==> src/hdl/hrbp_pkg.sv <==
// Shared types and constants for the HTTP request byte parser.
// Holds byte-class and method codes and the delimiter and method characters.
// No dependencies.
package hrbp_pkg;

    // class label given to each byte
    typedef enum logic [2:0] {
        CLS_IGNORED = 3'd0,
        CLS_METHOD  = 3'd1,
        CLS_PATH    = 3'd2,
        CLS_PROTO   = 3'd3,
        CLS_HNAME   = 3'd4,
        CLS_HVALUE  = 3'd5,
        CLS_BODY    = 3'd6
    } t_byte_class;

    // decoded request method
    typedef enum logic [1:0] {
        METH_UNKNOWN = 2'd0,
        METH_GET     = 2'd1,
        METH_POST    = 2'd2
    } t_method;

    // delimiter characters
    localparam logic [7:0] CH_LF    = 8'h0A;
    localparam logic [7:0] CH_CR    = 8'h0D;
    localparam logic [7:0] CH_SP    = 8'h20;
    localparam logic [7:0] CH_COLON = 8'h3A;

    // method text characters
    localparam logic [7:0] CH_G = 8'h47;
    localparam logic [7:0] CH_E = 8'h45;
    localparam logic [7:0] CH_T = 8'h54;
    localparam logic [7:0] CH_P = 8'h50;
    localparam logic [7:0] CH_O = 8'h4F;
    localparam logic [7:0] CH_S = 8'h53;

    // method length counter width and the lengths of the known methods
    localparam int unsigned METH_LEN_BITS = 3;
    localparam logic [METH_LEN_BITS-1:0] GET_LEN  = 3'd3;
    localparam logic [METH_LEN_BITS-1:0] POST_LEN = 3'd4;

    // match flags: bit 0 GET still possible, bit 1 POST still possible
    localparam int unsigned MATCH_GET  = 0;
    localparam int unsigned MATCH_POST = 1;

    // width of the body count output
    localparam int unsigned BODY_OUT_BITS = 16;

    // expected character at a method position
    function automatic logic [7:0] get_char(input logic [1:0] idx);
        logic [7:0] ch;
        unique case (idx)
            2'd0:    ch = CH_G;
            2'd1:    ch = CH_E;
            default: ch = CH_T;
        endcase
        return ch;
    endfunction

    function automatic logic [7:0] post_char(input logic [1:0] idx);
        logic [7:0] ch;
        unique case (idx)
            2'd0:    ch = CH_P;
            2'd1:    ch = CH_O;
            2'd2:    ch = CH_S;
            default: ch = CH_T;
        endcase
        return ch;
    endfunction

endpackage

==> src/hdl/http_request_byte_parser_core.sv <==
// HTTP request byte parser, top level.
// Depends on hrbp_pkg for class codes, method codes and character constants.
//
// Usage:
//  - Input channel (i_in_valid / o_in_ready) takes one raw request byte per
//    item, with i_in_last set on the final byte of a request.
//  - Output channel (o_out_valid / i_out_ready) gives one result item per
//    input item: the byte, its class, a field-end flag, the method decoded
//    so far, the sticky method-length error and the saturated body count.
//  - The result of an item is registered when it is accepted and shown in
//    the output register from the next cycle on.
//  - Throughput is one item per cycle while i_out_ready is high; the parse
//    state machine and body counter update in the cycle the item is accepted.
//  - o_in_ready is high while the output register is empty or its item is
//    being taken in the same cycle; a stalled receiver holds the result and
//    backs the input up after at most one item.
//  - After the item that carries i_in_last, all parse state returns to the
//    start of a request.
//  - Reset (i_rst_n low, synchronous) empties the output register and
//    returns the parser to the start of a request; no clearing pass.
//  - BODY_COUNT_BITS sets the internal body counter width; the output shows
//    the count clipped to 16 bits.
module http_request_byte_parser_core #(
    parameter int unsigned BODY_COUNT_BITS = 16
) (
    input  logic        i_clk,
    input  logic        i_rst_n,
    // input channel
    input  logic        i_in_valid,
    output logic        o_in_ready,
    input  logic [7:0]  i_in_byte,
    input  logic        i_in_last,
    // output channel
    output logic        o_out_valid,
    input  logic        i_out_ready,
    output logic [7:0]  o_out_byte,
    output logic [2:0]  o_byte_class,
    output logic        o_field_end,
    output logic [1:0]  o_method_code,
    output logic        o_method_error,
    output logic [15:0] o_body_count,
    output logic        o_out_last
);

    localparam int unsigned CNT_EXT_BITS = 32;

    typedef enum logic [2:0] {
        ST_START  = 3'd0,
        ST_METHOD = 3'd1,
        ST_PATH   = 3'd2,
        ST_GAP    = 3'd3,
        ST_PROTO  = 3'd4,
        ST_HNAME  = 3'd5,
        ST_HVALUE = 3'd6,
        ST_BODY   = 3'd7
    } t_parse_state;

    // parse state
    t_parse_state                           r_state, n_state;
    logic [hrbp_pkg::METH_LEN_BITS-1:0]     r_mlen, n_mlen;
    logic [1:0]                             r_match, n_match;
    hrbp_pkg::t_method                      r_method, n_method;
    logic                                   r_lead, n_lead;
    logic                                   r_err, n_err;
    logic [BODY_COUNT_BITS-1:0]             r_body_cnt, n_body_cnt;

    // output register
    logic                                   r_out_valid;
    logic [7:0]                             r_out_byte;
    hrbp_pkg::t_byte_class                  r_out_class;
    logic                                   r_out_fend;
    hrbp_pkg::t_method                      r_out_method;
    logic                                   r_out_err;
    logic [hrbp_pkg::BODY_OUT_BITS-1:0]     r_out_count;
    logic                                   r_out_last;

    hrbp_pkg::t_byte_class                  w_class;
    logic                                   w_fend;
    logic                                   w_in_fire;
    logic [CNT_EXT_BITS-1:0]                w_cnt_ext;
    logic [hrbp_pkg::BODY_OUT_BITS-1:0]     w_count_shown;

    // accept while the output register is free or being drained
    assign o_in_ready = !r_out_valid || i_out_ready;
    assign w_in_fire  = i_in_valid && o_in_ready;

    // per-byte parse step
    always_comb begin
        n_state    = r_state;
        n_mlen     = r_mlen;
        n_match    = r_match;
        n_method   = r_method;
        n_lead     = r_lead;
        n_err      = r_err;
        n_body_cnt = r_body_cnt;
        w_class    = hrbp_pkg::CLS_IGNORED;
        w_fend     = 1'b0;

        if (!r_err) begin
            unique case (r_state)
                ST_START, ST_METHOD: begin
                    if (r_state == ST_METHOD && i_in_byte == hrbp_pkg::CH_SP) begin
                        // method closes: decode or flag a bad length
                        w_fend  = 1'b1;
                        n_state = ST_PATH;
                        if (r_mlen == hrbp_pkg::GET_LEN) begin
                            if (r_match[hrbp_pkg::MATCH_GET]) begin
                                n_method = hrbp_pkg::METH_GET;
                            end
                        end else if (r_mlen == hrbp_pkg::POST_LEN) begin
                            if (r_match[hrbp_pkg::MATCH_POST]) begin
                                n_method = hrbp_pkg::METH_POST;
                            end
                        end else begin
                            n_err = 1'b1;
                        end
                    end else begin
                        // method character: narrow the candidates
                        w_class = hrbp_pkg::CLS_METHOD;
                        n_state = ST_METHOD;
                        if (r_mlen >= hrbp_pkg::GET_LEN
                            || i_in_byte != hrbp_pkg::get_char(r_mlen[1:0])) begin
                            n_match[hrbp_pkg::MATCH_GET] = 1'b0;
                        end
                        if (r_mlen >= hrbp_pkg::POST_LEN
                            || i_in_byte != hrbp_pkg::post_char(r_mlen[1:0])) begin
                            n_match[hrbp_pkg::MATCH_POST] = 1'b0;
                        end
                        if (r_mlen != '1) begin
                            n_mlen = r_mlen + 1'b1;
                        end
                    end
                end
                ST_PATH: begin
                    if (i_in_byte == hrbp_pkg::CH_SP) begin
                        w_fend  = 1'b1;
                        n_state = ST_GAP;
                    end else begin
                        w_class = hrbp_pkg::CLS_PATH;
                    end
                end
                ST_GAP: begin
                    // skip spaces after the path
                    if (i_in_byte != hrbp_pkg::CH_SP) begin
                        n_state = ST_PROTO;
                        if (i_in_byte != hrbp_pkg::CH_CR) begin
                            w_class = hrbp_pkg::CLS_PROTO;
                        end
                    end
                end
                ST_PROTO: begin
                    if (i_in_byte == hrbp_pkg::CH_LF) begin
                        n_state = ST_HNAME;
                    end else if (i_in_byte != hrbp_pkg::CH_CR) begin
                        w_class = hrbp_pkg::CLS_PROTO;
                    end
                end
                ST_HNAME: begin
                    // bare line feed or line without colon starts the body
                    if (i_in_byte == hrbp_pkg::CH_LF) begin
                        n_state = ST_BODY;
                    end else if (i_in_byte == hrbp_pkg::CH_COLON) begin
                        w_fend  = 1'b1;
                        n_lead  = 1'b1;
                        n_state = ST_HVALUE;
                    end else if (i_in_byte != hrbp_pkg::CH_CR) begin
                        w_class = hrbp_pkg::CLS_HNAME;
                    end
                end
                ST_HVALUE: begin
                    if (r_lead && i_in_byte == hrbp_pkg::CH_SP) begin
                        w_class = hrbp_pkg::CLS_IGNORED;
                    end else if (i_in_byte == hrbp_pkg::CH_LF) begin
                        w_fend  = 1'b1;
                        n_lead  = 1'b0;
                        n_state = ST_HNAME;
                    end else begin
                        n_lead = 1'b0;
                        if (i_in_byte != hrbp_pkg::CH_CR) begin
                            w_class = hrbp_pkg::CLS_HVALUE;
                        end
                    end
                end
                ST_BODY: begin
                    // saturating body counter
                    w_class = hrbp_pkg::CLS_BODY;
                    if (r_body_cnt != '1) begin
                        n_body_cnt = r_body_cnt + 1'b1;
                    end
                end
            endcase
        end
    end

    // clip the body count to the output width
    assign w_cnt_ext     = CNT_EXT_BITS'(n_body_cnt);
    assign w_count_shown = (|w_cnt_ext[CNT_EXT_BITS-1:hrbp_pkg::BODY_OUT_BITS])
                           ? '1 : w_cnt_ext[hrbp_pkg::BODY_OUT_BITS-1:0];

    // parse state and output register
    always_ff @(posedge i_clk) begin
        if (!i_rst_n) begin
            r_state     <= ST_START;
            r_mlen      <= '0;
            r_match     <= '1;
            r_method    <= hrbp_pkg::METH_UNKNOWN;
            r_lead      <= 1'b0;
            r_err       <= 1'b0;
            r_body_cnt  <= '0;
            r_out_valid <= 1'b0;
        end else begin
            if (w_in_fire) begin
                // state returns to start after the last byte of a request
                if (i_in_last) begin
                    r_state    <= ST_START;
                    r_mlen     <= '0;
                    r_match    <= '1;
                    r_method   <= hrbp_pkg::METH_UNKNOWN;
                    r_lead     <= 1'b0;
                    r_err      <= 1'b0;
                    r_body_cnt <= '0;
                end else begin
                    r_state    <= n_state;
                    r_mlen     <= n_mlen;
                    r_match    <= n_match;
                    r_method   <= n_method;
                    r_lead     <= n_lead;
                    r_err      <= n_err;
                    r_body_cnt <= n_body_cnt;
                end
                r_out_valid <= 1'b1;
            end else if (i_out_ready) begin
                r_out_valid <= 1'b0;
            end
        end

        // result payload, loaded with each accepted item
        if (w_in_fire) begin
            r_out_byte   <= i_in_byte;
            r_out_class  <= w_class;
            r_out_fend   <= w_fend;
            r_out_method <= n_method;
            r_out_err    <= n_err;
            r_out_count  <= w_count_shown;
            r_out_last   <= i_in_last;
        end
    end

    // output ports
    assign o_out_valid    = r_out_valid;
    assign o_out_byte     = r_out_byte;
    assign o_byte_class   = r_out_class;
    assign o_field_end    = r_out_fend;
    assign o_method_code  = r_out_method;
    assign o_method_error = r_out_err;
    assign o_body_count   = r_out_count;
    assign o_out_last     = r_out_last;

    // a last byte always brings the parser back to a clean start
    a_last_restarts: assert property (@(posedge i_clk) disable iff (!i_rst_n)
        (w_in_fire && i_in_last) |=> (r_state == ST_START && !r_err
                                      && r_body_cnt == '0))
        else $error("parser not restarted after last byte");

    // the method error holds until the request ends
    a_err_sticky: assert property (@(posedge i_clk) disable iff (!i_rst_n)
        (r_err && !(w_in_fire && i_in_last)) |=> r_err)
        else $error("method error dropped inside a request");

    // a bad method length never comes with a decoded method
    a_err_no_method: assert property (@(posedge i_clk) disable iff (!i_rst_n)
        r_err |-> (r_method == hrbp_pkg::METH_UNKNOWN))
        else $error("method decoded together with a length error");

    // a field-closing byte is a delimiter and is never labeled
    a_fend_ignored: assert property (@(posedge i_clk) disable iff (!i_rst_n)
        (r_out_valid && r_out_fend) |-> (r_out_class == hrbp_pkg::CLS_IGNORED))
        else $error("field end on a labeled byte");

    // an empty output register never blocks the input
    a_ready_when_empty: assert property (@(posedge i_clk) disable iff (!i_rst_n)
        !r_out_valid |-> o_in_ready)
        else $error("input stalled with empty output register");

endmodule

==> config.mk <==
export PLATFORM = sky130hd
export DESIGN_NAME = http_request_byte_parser_core
export DESIGN_NICKNAME = d
export VERILOG_FILES = /design/src/hdl/hrbp_pkg.sv /design/src/hdl/http_request_byte_parser_core.sv
export SDC_FILE = /design/constraint.sdc
export NUM_CORES = 1
export LEC_CHECK = 0
export BUFFER_PORTS_ARGS = -buffer_cell sky130_fd_sc_hd__buf_2
export CAP_MARGIN = 20
export CELL_PAD_IN_SITES_DETAIL_PLACEMENT = 2
export CELL_PAD_IN_SITES_GLOBAL_PLACEMENT = 2
export CORE_MARGIN = 4
export CORE_UTILIZATION = 40
export CTS_BUF_LIST = sky130_fd_sc_hd__clkbuf_4 sky130_fd_sc_hd__clkbuf_8
export DETAILED_ROUTE_END_ITERATION = 10
export PLACE_DENSITY_LB_ADDON = 0.1
export SYNTH_ARGS = -nofsm -noshare
export SYNTH_HDL_FRONTEND = slang
export SYNTH_SLANG_ARGS = --single-unit
export TNS_END_PERCENT = 100
==> constraint.sdc <==
create_clock -name i_clk -period 4 [get_ports i_clk]
set_input_delay 1 -clock i_clk [delete_from_list [all_inputs] [get_ports i_clk]]
set_output_delay 1 -clock i_clk [all_outputs]
set_load 0.1 [all_outputs]
### Word level (Yosys, flattened, before mapping)

Index checks and enable logic that the tools add are counted.

* register bits: 61

* add/subtract/negate cells: 2
* multiplexer cells: 74
* reductions and logical operators: 22
* eq/ne operators: 28
* $lt $le $gt $ge: 2

Operator list (number)
* 16-bit two-way mux: 4
* 3-bit two-way mux: 20
* 8-bit two-way mux: 6
* 2-bit two-way mux: 16
* 1-bit two-way mux: 22
* 3-bit one-hot mux with 7 select lines: 1
* 3-bit != test, second input constant: 6
* 3-bit one-hot mux with 6 select lines: 1
* 16-bit by 1-bit adder with 16-bit output, second input constant: 1
* 8-bit by 6-bit == test with 1-bit output, second input constant: 2
* 16-bit != test, second input constant: 1
* 8-bit != test: 2
* 3-bit == test, second input constant: 5
* 5-bit one-hot mux with 3 select lines: 1
* 5-bit AND reduction: 3
* 5-bit one-hot mux with 2 select lines: 1
* 2-bit nonzero test: 5
* 3-bit by 2-bit == test with 1-bit output, second input constant: 3
* 8-bit by 4-bit == test with 1-bit output, second input constant: 1
* 8-bit by 4-bit != test with 1-bit output, second input constant: 1
* 8-bit by 6-bit != test with 1-bit output, second input constant: 1
* 7-bit AND reduction: 1
* 7-bit nonzero test: 1
* 6-bit AND reduction: 1
* 17 further kinds: 22

### Longest topological paths before layout

Gate-level depths: netlist of the first run.

* depth after elaboration: 12
* depth in mapped cells: 7
* depth with buffers taken out: 7

### Worst setup path before layout of the first run

OpenSTA, ideal clock, no wires.

* kind: in2reg
* start point: input i_out_ready
* end point: register r_lead
* data arrival time: 3.669 ns
* slack: 0.272 ns
* cell stages on the path: 6
* required time: 3.941 ns
* cells stage by stage: nand2b_1 -> nand2_1 -> inv_1 -> o21ai_0 -> nor4_1 -> o221a_2

* cells in the longest elaborated chain, start to end: 3

RTL lines
* start: declaration: RTL line http_request_byte_parser_core.sv:35 `input logic i_out_ready,`
* 1-bit logical OR: RTL line http_request_byte_parser_core.sv:84 `assign o_in_ready = !r_out_valid || i_out_ready;`
* 1-bit logical AND: RTL line http_request_byte_parser_core.sv:85 `assign w_in_fire = i_in_valid && o_in_ready;`
* named net w_in_fire: RTL line http_request_byte_parser_core.sv:79 `logic w_in_fire;`
* 6-bit AND reduction (no line)
* end signal: assignment: RTL line http_request_byte_parser_core.sv:227 `r_lead <= n_lead;`
* end: declaration: RTL line http_request_byte_parser_core.sv:63 `logic r_lead, n_lead;`

The timed path passes the listed nets, and every way through them passes these cells.
A chain may end at the register's enable or synchronous reset.

### Worst setup path after layout of the first run

* start point: input i_out_ready
* end point: output o_in_ready

* cells in the longest elaborated chain, start to end: 1

RTL lines
* 1-bit logical OR: RTL line http_request_byte_parser_core.sv:84
* end: declaration: RTL line http_request_byte_parser_core.sv:30 `output logic o_in_ready,`

No other way between the ends.

==> qor.yml, run 1 <==
cts_resized: 0
synthDistinctLibCells: 56
area_growth_pct: 15.8
die_y_um: 98.5
first_pass_iters: 4
die_area_um2: 9710
yosysSeqAreaShare_pct: 47.0
synth_nets: 360
hold_buffers: 0
whs_ns: 0.509
antenna_cells: 0
io_pins: 47
rows: 32
relSlewSlack_pct: 50.7
power.density_nw_per_um2: 386
cp-startpoint: "i_out_ready"
layout_common_cells: "46 x buf_2, 32 x edfxtp_1, 29 x dfxtp_1"
min-delay-start: "r_match[0]$_SDFFE_PN1P_"
grt_pass1_vias: 3098
finalCritPeriodShare_pct: 67.6
finalSetupViolations: 0
p_leak_nw: 1.43
nets: 404
syn-mean-instance-area_um2: 9.70
gp_congestion: 0.786
ys.flop_type: "edfxtp_1"
critPathArrivalTime_ns: 1.70
viasPerCell: 6.03
timing.final.ws_setup_ns: 1.30
clock_sinks: 61
die_width_um: 98.5
grt_max_degree: 32
drt_iter0_markers: 142
core_um2: 7850
max_freq_mhz: 370
netlist_instances: 338
drt_wl_total_um: 10400
cap_violations: 0
reg2reg_from: "r_state[2]$_SDFFE_PN0P_"
netlist_area_um2: 3280
setup_tns_ns: 0
worstMarginPinSlew_ns: 0.738
status: "finished, final reports clean"
start_util_pct: 41.8
root_buffer: "clkbuf_8"
clkTransAtPathRegs_ns: 0.07
finalHoldViolCount: 0
final_util_pct: 48.4
postCtsSetupBuffers: 0
vias: 2948
dp_hpwl_um: 6950
wl_per_cell_um: 21.2
grt_usage_pct: 21.9
clk_path_buf_depth: 2
fin_skew_ns: 0.0160
drive_gt1_share_pct: 21.2
rsz0062_at_grt: "no"
start_kind: "input pin"
grt_pass1_wl_um: 16800
drtAntennaViolNets: 0
cp.required_ns: 3.00
yosysWarnings: 0
irDropWorstVdd_mv: 0.168
antenna_found_initial: 0
finalPower_mw: 1.46
drv_slew: 0
path_max_fanout: 4
end_kind: "output port"
crit_type: "in2out"
clk_latency_ns: 0.35
place_ws_ns: 1.07
drc: 0
io_buffers: 46
htree_levels: 3
synth_edf_count: 32
final_common_cell: "buf_2"
min_period_ns: 2.70
async_flop_share_pct: 0
cts_made_buffers: 9
synth_seq_cells: 61
overflow: 0
hold_path.class: "reg2reg"
cts_tree: "yes"
## worst max-delay path, stage by stage
cell and delay (ns):
buf_2 0.07, nand2b_1 0.17, buf_2 0.46
## registers in the layout, indices dropped and copies added, names as in the netlist
| name | cells |
|---|---|
| o_byte_class | 3 |
| r_method | 2 |
| r_state | 3 |
| o_method_code | 2 |
| o_method_error | 1 |
| o_out_valid | 1 |
| o_body_count | 16 |
| o_field_end | 1 |
| o_out_last | 1 |
| r_body_cnt | 16 |
| r_err | 1 |
| r_match | 2 |
| r_mlen | 3 |
| o_out_byte | 8 |
| r_lead | 1 |
## logic make-up (layout without fill, tap and decap cells)
kind of cell | count (synthesis) | after routing | share of synthesized area [%]
XOR/XNOR | 14 | 14 | 3.74
multiplexers | 3 | 3 | 0.992
AO/OA/AOI/OAI | 80 | 80 | 16.8
AND/OR/NAND/NOR | 138 | 138 | 24.0
adder cells (fa/ha/maj) | 9 | 9 | 3.44
flip-flops | 61 | 61 | 47.0
buffers and inverters | 33 | 82 | 4.01
## layout make-up
type,instances,area [um2]
fill,877,4050
tap,102,128
clock inverter,5,51.3
sequential,61,1540
multi-input combinational,244,1610
clock buffer,11,139
timing repair buffer,53,283
inverter,13,48.8
## synthesized netlist by cell type, types with 4 or more instances
master,instances,area share [%]
nor4_1,10,1.9
inv_1,11,1.3
buf_2,6,0.92
o211ai_1,5,1.1
nand2_1,23,2.6
a31oi_1,7,1.3
or4_1,4,0.92
a21oi_1,23,3.5
clkbuf_1,13,1.5
o221a_2,5,1.7
nor2_1,22,2.5
nor3_1,6,0.92
or3_1,8,1.5
ha_1,9,3.4
and3_1,9,1.7
xor2_1,5,1.3
nand3_1,22,3.4
nand2b_1,4,0.76
edfxtp_1,32,29
dfxtp_1,29,18
xnor2_1,9,2.4
nand4_1,10,1.9
o311ai_0,4,1.1
o21ai_0,11,1.7
## where the power goes
group / internal, mW / leakage (nW) / total (mW) / switching [mW]
registers: 0.677 / 0.550 / 0.685 / 0.00742
logic: 0.0366 / 0.783 / 0.228 / 0.192
clock network: 0.298 / 0.0976 / 0.551 / 0.253
## routing by layer
metal,GRT usage (%),share of wire (%),routed length [um],up-vias
met5,0,0,0,-
met4,6.30,1.1,112,0
met3,3.26,2.9,298,9
met2,36.5,49,5070,50
met1,29.5,47,4890,1512
li1,-,-,-,1377
## per-stage QoR
| stage | instance area, um2 | cells |
|---|---|---|
| 2_1_floorplan | 3280 | 338 |
| 3_3_place_gp | 3610 | 473 |
| 3_5_place_dp | 3610 | 473 |
| 4_1_cts | 3800 | 489 |
| 5_1_grt | 3800 | 489 |
| 6_report | 3800 | 489 |
## worst paths after layout
path,end,slack [ns],depth (start not counted)
hold reg to reg,r_match[0]$_SDFFE_PN1P_,0.51,2
hold / removal,r_match[0]$_SDFFE_PN1P_,0.51,2
setup reg to reg,r_body_cnt[9]$_SDFFE_PN0P_,1.36,5
setup / recovery,o_in_ready,1.30,3
Note: power is estimated with default switching activity, not from simulation.
==> run 2, diff against run 1 <==
--- a/config.mk
+++ b/config.mk
@@ -5,12 +5,13 @@
 export SDC_FILE = /design/constraint.sdc
 export NUM_CORES = 1
 export LEC_CHECK = 0
+export ABC_AREA = 1
 export BUFFER_PORTS_ARGS = -buffer_cell sky130_fd_sc_hd__buf_2
 export CAP_MARGIN = 20
 export CELL_PAD_IN_SITES_DETAIL_PLACEMENT = 2
 export CELL_PAD_IN_SITES_GLOBAL_PLACEMENT = 2
 export CORE_MARGIN = 4
-export CORE_UTILIZATION = 40
+export CORE_UTILIZATION = 35
 export CTS_BUF_LIST = sky130_fd_sc_hd__clkbuf_4 sky130_fd_sc_hd__clkbuf_8
 export DETAILED_ROUTE_END_ITERATION = 10
 export PLACE_DENSITY_LB_ADDON = 0.1
==> constraint.sdc (replaced) <==
create_clock -name i_clk -period 2.6 [get_ports i_clk]
set_input_delay 0.65 -clock i_clk [delete_from_list [all_inputs] [get_ports i_clk]]
set_output_delay 0.65 -clock i_clk [all_outputs]
set_load 0.1 [all_outputs]
==> qor.yml, run 2 <==
status: "finished, final reports clean"
rows: 35
syn-mean-instance-area_um2: 7.98
crit_type: "reg2reg"
die_area_um2: 11200
area_growth_pct: 17.9
place_ws_ns: 0.397
gp_congestion: 0.821
cap_violations: 0
end_kind: "register"
drive_gt1_share_pct: 21.3
min_period_ns: 2.04
start_kind: "register"
htree_levels: 3
power_switching_share_pct: 33.9
hold_buffers: 0
setup_tns_ns: 0
yosysWarnings: 0
synth_top_area_share_pct: 28.7
combPwrFrac_pct: 19.3
path_max_fanout: 4
yosys.area.top_type: "edfxtp_1"
drv_slew: 0
internal-power_mw: 1.51
globalRouteMet1Util_pct: 26.9
grt_pass1_vias: 3266
synth_most_common_cell: "nand2_1"
busiest_layer: "met2"
clk_path_buf_depth: 2
finalCritPeriodShare_pct: 78.4
p_leak_nw: 1.63
yosysSeqAreaShare_pct: 46.1
cts_tree: "yes"
cts_resized: 0
drtAntennaViolNets: 0
finalPower_mw: 2.29
finalHoldViolCount: 0
grt_pass1_wl_um: 17100
cp.required_ns: 2.70
grt_max_degree: 23
async_flop_share_pct: 0
cts_made_buffers: 9
dp_hpwl_um: 7890
placed_cell_area_um2: 3770
wl_per_cell_um: 17.0
met2_usage_pct: 31.1
postCtsSetupBuffers: 0
hold_path.class: "reg2reg"
layout_common_cells: "106 x nand2_1, 46 x buf_2, 43 x nor2_1"
viasPerCell: 5.00
nets: 497
drc: 0
max_freq_mhz: 491
use_met3_pct: 3.80
clkTransAtPathRegs_ns: 0.07
ys.flop_type: "edfxtp_1"
fin_skew_ns: 0.00923
antenna_cells: 0
clk_latency_ns: 0.34
irDropWorstVdd_mv: 0.239
finalSetupViolations: 0
synth_edf_count: 32
drt_iter0_markers: 124
netlist_top_cells_count: "107 x nand2_1, 43 x nor2_1, 42 x inv_1, 33 x nand3_1, 32 x edfxtp_1"
die_width_um: 106
postLayoutCellArea_um2: 3940
clock_sinks: 61
netlist_area_um2: 3350
final_common_cell: "nand2_1"
timing.final.ws_setup_ns: 0.562
relSlewSlack_pct: 41.2
critPathArrivalTime_ns: 2.14
fill_cells: 1102
yosys-top-cells-area: "edfxtp_1 29%, dfxtp_1 17%, nand2_1 12%"
rsz0062_at_grt: "no"
drt_wl_total_um: 10300
power.density_nw_per_um2: 580
first_pass_iters: 4
synthDistinctLibCells: 35
overflow: 0
io_buffers: 46
die_y_um: 106
netlist_instances: 419
vias: 3045
worstMarginPinSlew_ns: 0.881
io_pins: 47
antenna_found_initial: 0
grt_usage_pct: 19.5
synth_nets: 441
power.share.clock_pct: 33.6
synth_seq_cells: 61
start_util_pct: 36.0
final_util_pct: 42.5
core_um2: 9280
root_buffer: "clkbuf_8"
seqPwrFrac_pct: 47.2
net-switching-power_mw: 0.775
## run 2: changes by cell type in the layout (fill, tap and decap cells not counted), sizes merged, moves of 5 or more
cell   before  now
nand3      22   38
nand2      23  112
o221a       5    0
a31oi       7    2
nor2       22   54
and3        9    0
a21oi      23   31
inv        11   48
xnor2       9    4
nor4       10    1
or3         8    0
## run 2: worst paths after layout
kind,startpoint,to,slack (ns),depth (start not counted)
worst max-delay path,r_body_cnt[0]$_SDFFE_PN0P_,o_body_count[6]$_DFFE_PP_,0.56,9
worst min-delay path,r_match[1]$_SDFFE_PN1P_,r_match[1]$_SDFFE_PN1P_,0.46,2
worst max register to register,r_body_cnt[0]$_SDFFE_PN0P_,o_body_count[6]$_DFFE_PP_,0.56,9
worst min register to register,r_match[1]$_SDFFE_PN1P_,r_match[1]$_SDFFE_PN1P_,0.46,2
## run 2: critical path, cell delays in order (launching register included)
cell,delay [ns]
dfxtp_1,0.43
ha_1,0.20
inv_1,0.07
nor2_2,0.29
inv_1,0.13
nor2_4,0.15
nand2_1,0.11
nor2_1,0.15
nand2_1,0.10
and2_1,0.18
## run 2: cell type report
cell class                 count  area (um2)  share of cell area (%)
tap                          129         161                    4.09
clock inverter                 5        26.3                   0.666
timing repair buffer          53         295                    7.49
inverter                      48         180                    4.57
sequential                    61        1540                    39.1
multi-input combinational    302        1590                    40.4
clock buffer                  11         145                    3.68
## run 2: per-layer routing
metal | wire [um] | vias up
li1 | - | 1496
met3 | 330 | 6
met4 | 85 | 0
met2 | 4800 | 53
met1 | 5120 | 1490
met5 | 0 | -
## run 2: power groups by stage
stage	Combinational, mW	Clock, mW	Sequential, mW
floorplan	0.138	0	1.30
global placement	0.431	0	1.10
detailed placement	0.442	0	1.10
CTS	0.444	0.782	1.08
global route	0.469	0.842	1.08
finish	0.440	0.767	1.08
## run 2: through the flow
step | hold WS [ns] | std cells
2_1_floorplan | 0.411 | 419
3_3_place_gp | 0.431 | 593
3_5_place_dp | 0.443 | 593
4_1_cts | 0.459 | 609
5_1_grt | 0.491 | 609
6_report | 0.456 | 609
## run 2: cell families after synthesis
logic type / after synthesis / synth area share, %
and+or+nand+nor: 236 / 33.9
AOI/OAI and AO/OA: 51 / 8.26
DFF: 61 / 46.1
xor gates and xnor gates: 6 / 2.02
adders and majority gates: 9 / 3.37
buffers and inverters: 56 / 6.39
==> run 3, diff against run 2 <==
==> constraint.sdc (replaced) <==
create_clock -name i_clk -period 2.1 [get_ports i_clk]
set_input_delay 0.525 -clock i_clk [delete_from_list [all_inputs] [get_ports i_clk]]
set_output_delay 0.525 -clock i_clk [all_outputs]
set_load 0.1 [all_outputs]
==> qor.yml, run 3 (synthesis gave the netlist of run 2 again) <==
status: "finished, final reports clean"
cp-startpoint: "r_body_cnt[1]$_SDFFE_PN0P_"
first_pass_iters: 4
grt_pass1_vias: 3426
die_y_um: 106
die_area_um2: 11200
reg2regPathDepth: 9
drv_slew: 0
layout_common_cells: "106 x nand2_1, 46 x buf_2, 43 x nor2_1"
vias: 3098
power.density_nw_per_um2: 731
cp.required_ns: 2.20
clkTransAtPathRegs_ns: 0.08
hold_path.class: "in2reg"
dp_hpwl_um: 7940
core_um2: 9280
clk_path_buf_depth: 2
area_growth_pct: 21.4
critPathArrivalTime_ns: 1.94
grt_pass1_wl_um: 17600
end_kind: "register"
fin_skew_ns: 0.0122
whs_ns: 0.402
overflow: 0
crit_type: "reg2reg"
slowest_delay_ns: 0.39
gp_congestion: 0.830
p_leak_nw: 1.68
rows: 35
endpoint: "o_body_count[10]$_DFFE_PP_"
clock_sinks: 61
cap_violations: 0
cts_made_buffers: 9
antenna_cells: 0
min_path_cells: 1
slowest_stage: "dfxtp_1"
finalHoldViolCount: 0
reg2reg_from: "r_body_cnt[1]$_SDFFE_PN0P_"
drtAntennaViolNets: 0
cts_tree: "yes"
worstMarginPinSlew_ns: 0.498
start_util_pct: 36.0
rrSetupSlack_ns: 0.26
drt_wl_total_um: 10400
antenna_found_initial: 0
max_freq_mhz: 544
wl_per_cell_um: 16.9
irDropWorstVdd_mv: 0.313
viasPerCell: 5.02
start_kind: "register"
path_max_fanout: 4
final_common_cell: "nand2_1"
grt_max_degree: 19
io_pins: 47
drt_iter0_markers: 81
crit_path_frequent_cell: "nor2_4"
nets: 505
drc: 0
die_width_um: 106
final_util_pct: 43.7
r2r-end: "o_body_count[10]$_DFFE_PP_"
drive_gt1_share_pct: 23.0
finalSetupViolations: 0
relSlewSlack_pct: 67.0
root_buffer: "clkbuf_8"
postCtsSetupBuffers: 0
grt_usage_pct: 19.8
finalCritPeriodShare_pct: 87.5
min_period_ns: 1.84
rsz0062_at_grt: "no"
clk_latency_ns: 0.34
io_buffers: 46
htree_levels: 3
crit_chain: "ha_1 -> inv_1 -> nor2_4 -> inv_1 -> nor2_4 -> inv_2 -> nor2_4 -> nand4_1 -> and2_1"
==> run 3: critical path: cells and delay by family, from the launching register on <==
family	cells	cell delay, ns
buf+inv	3	0.23
flops	1	0.39
fa+ha+maj	1	0.19
simple gates	5	0.79
==> run 3: power breakdown <==
group | total [mW] | internal (mW) | switching [mW]
clock network | 1.08 | 0.551 | 0.524
registers | 1.33 | 1.30 | 0.0284
logic | 0.561 | 0.111 | 0.450
==> run 3: worst min-delay path by stage <==
stage / slack (ns) / end / from
detailed placement: 0.45 / r_match[0]$_SDFFE_PN1P_ / r_match[0]$_SDFFE_PN1P_
finish: 0.40 / o_out_byte[7]$_DFFE_PP_ / i_in_byte[7]
global placement: 0.44 / r_match[1]$_SDFFE_PN1P_ / r_match[1]$_SDFFE_PN1P_
CTS: 0.39 / o_out_byte[7]$_DFFE_PP_ / i_in_byte[7]
global route: 0.38 / o_out_byte[7]$_DFFE_PP_ / i_in_byte[7]
floorplan: 0.41 / r_match[1]$_SDFFE_PN1P_ / r_match[1]$_SDFFE_PN1P_
==> run 3: routing by layer <==
metal	global-route usage, %	vias to the layer above	share of wire [%]
met5	0	-	0
met4	4.44	0	0.60
li1	-	1514	-
met2	33.2	42	48
met3	3.49	4	2.7
met1	26.8	1538	49
==> run 3: final cells by class <==
class,instances,area [um2]
Fill cell,1114,5220
Inverter,48,184
Multi-Input combinational cell,302,1600
Timing Repair Buffer,61,368
Tap cell,129,161
Clock buffer,9,124
Sequential cell,61,1550
Clock inverter,7,75.1
==> run 3: what timing repair did <==
| action | CTS | global route |
|---|---|---|
| setup endpoints to repair | 0 | 2 |
| hold buffers | 0 | 0 |
| gates resized for setup | 0 | 1 |
==> run 3: stage by stage <==
step	power (mW)	setup slack (ns)	TNS (ns)	area, um2	std cells
6_report	2.97	0.263	0	4060	617
5_1_grt	3.11	0.0692	0	4060	617
4_1_cts	3.01	0.162	0	4060	617
3_5_place_dp	1.92	-0.0200	-0.0200	3860	601
3_3_place_gp	1.91	0.145	0	3860	601
2_1_floorplan	1.78	0.153	0	3360	419
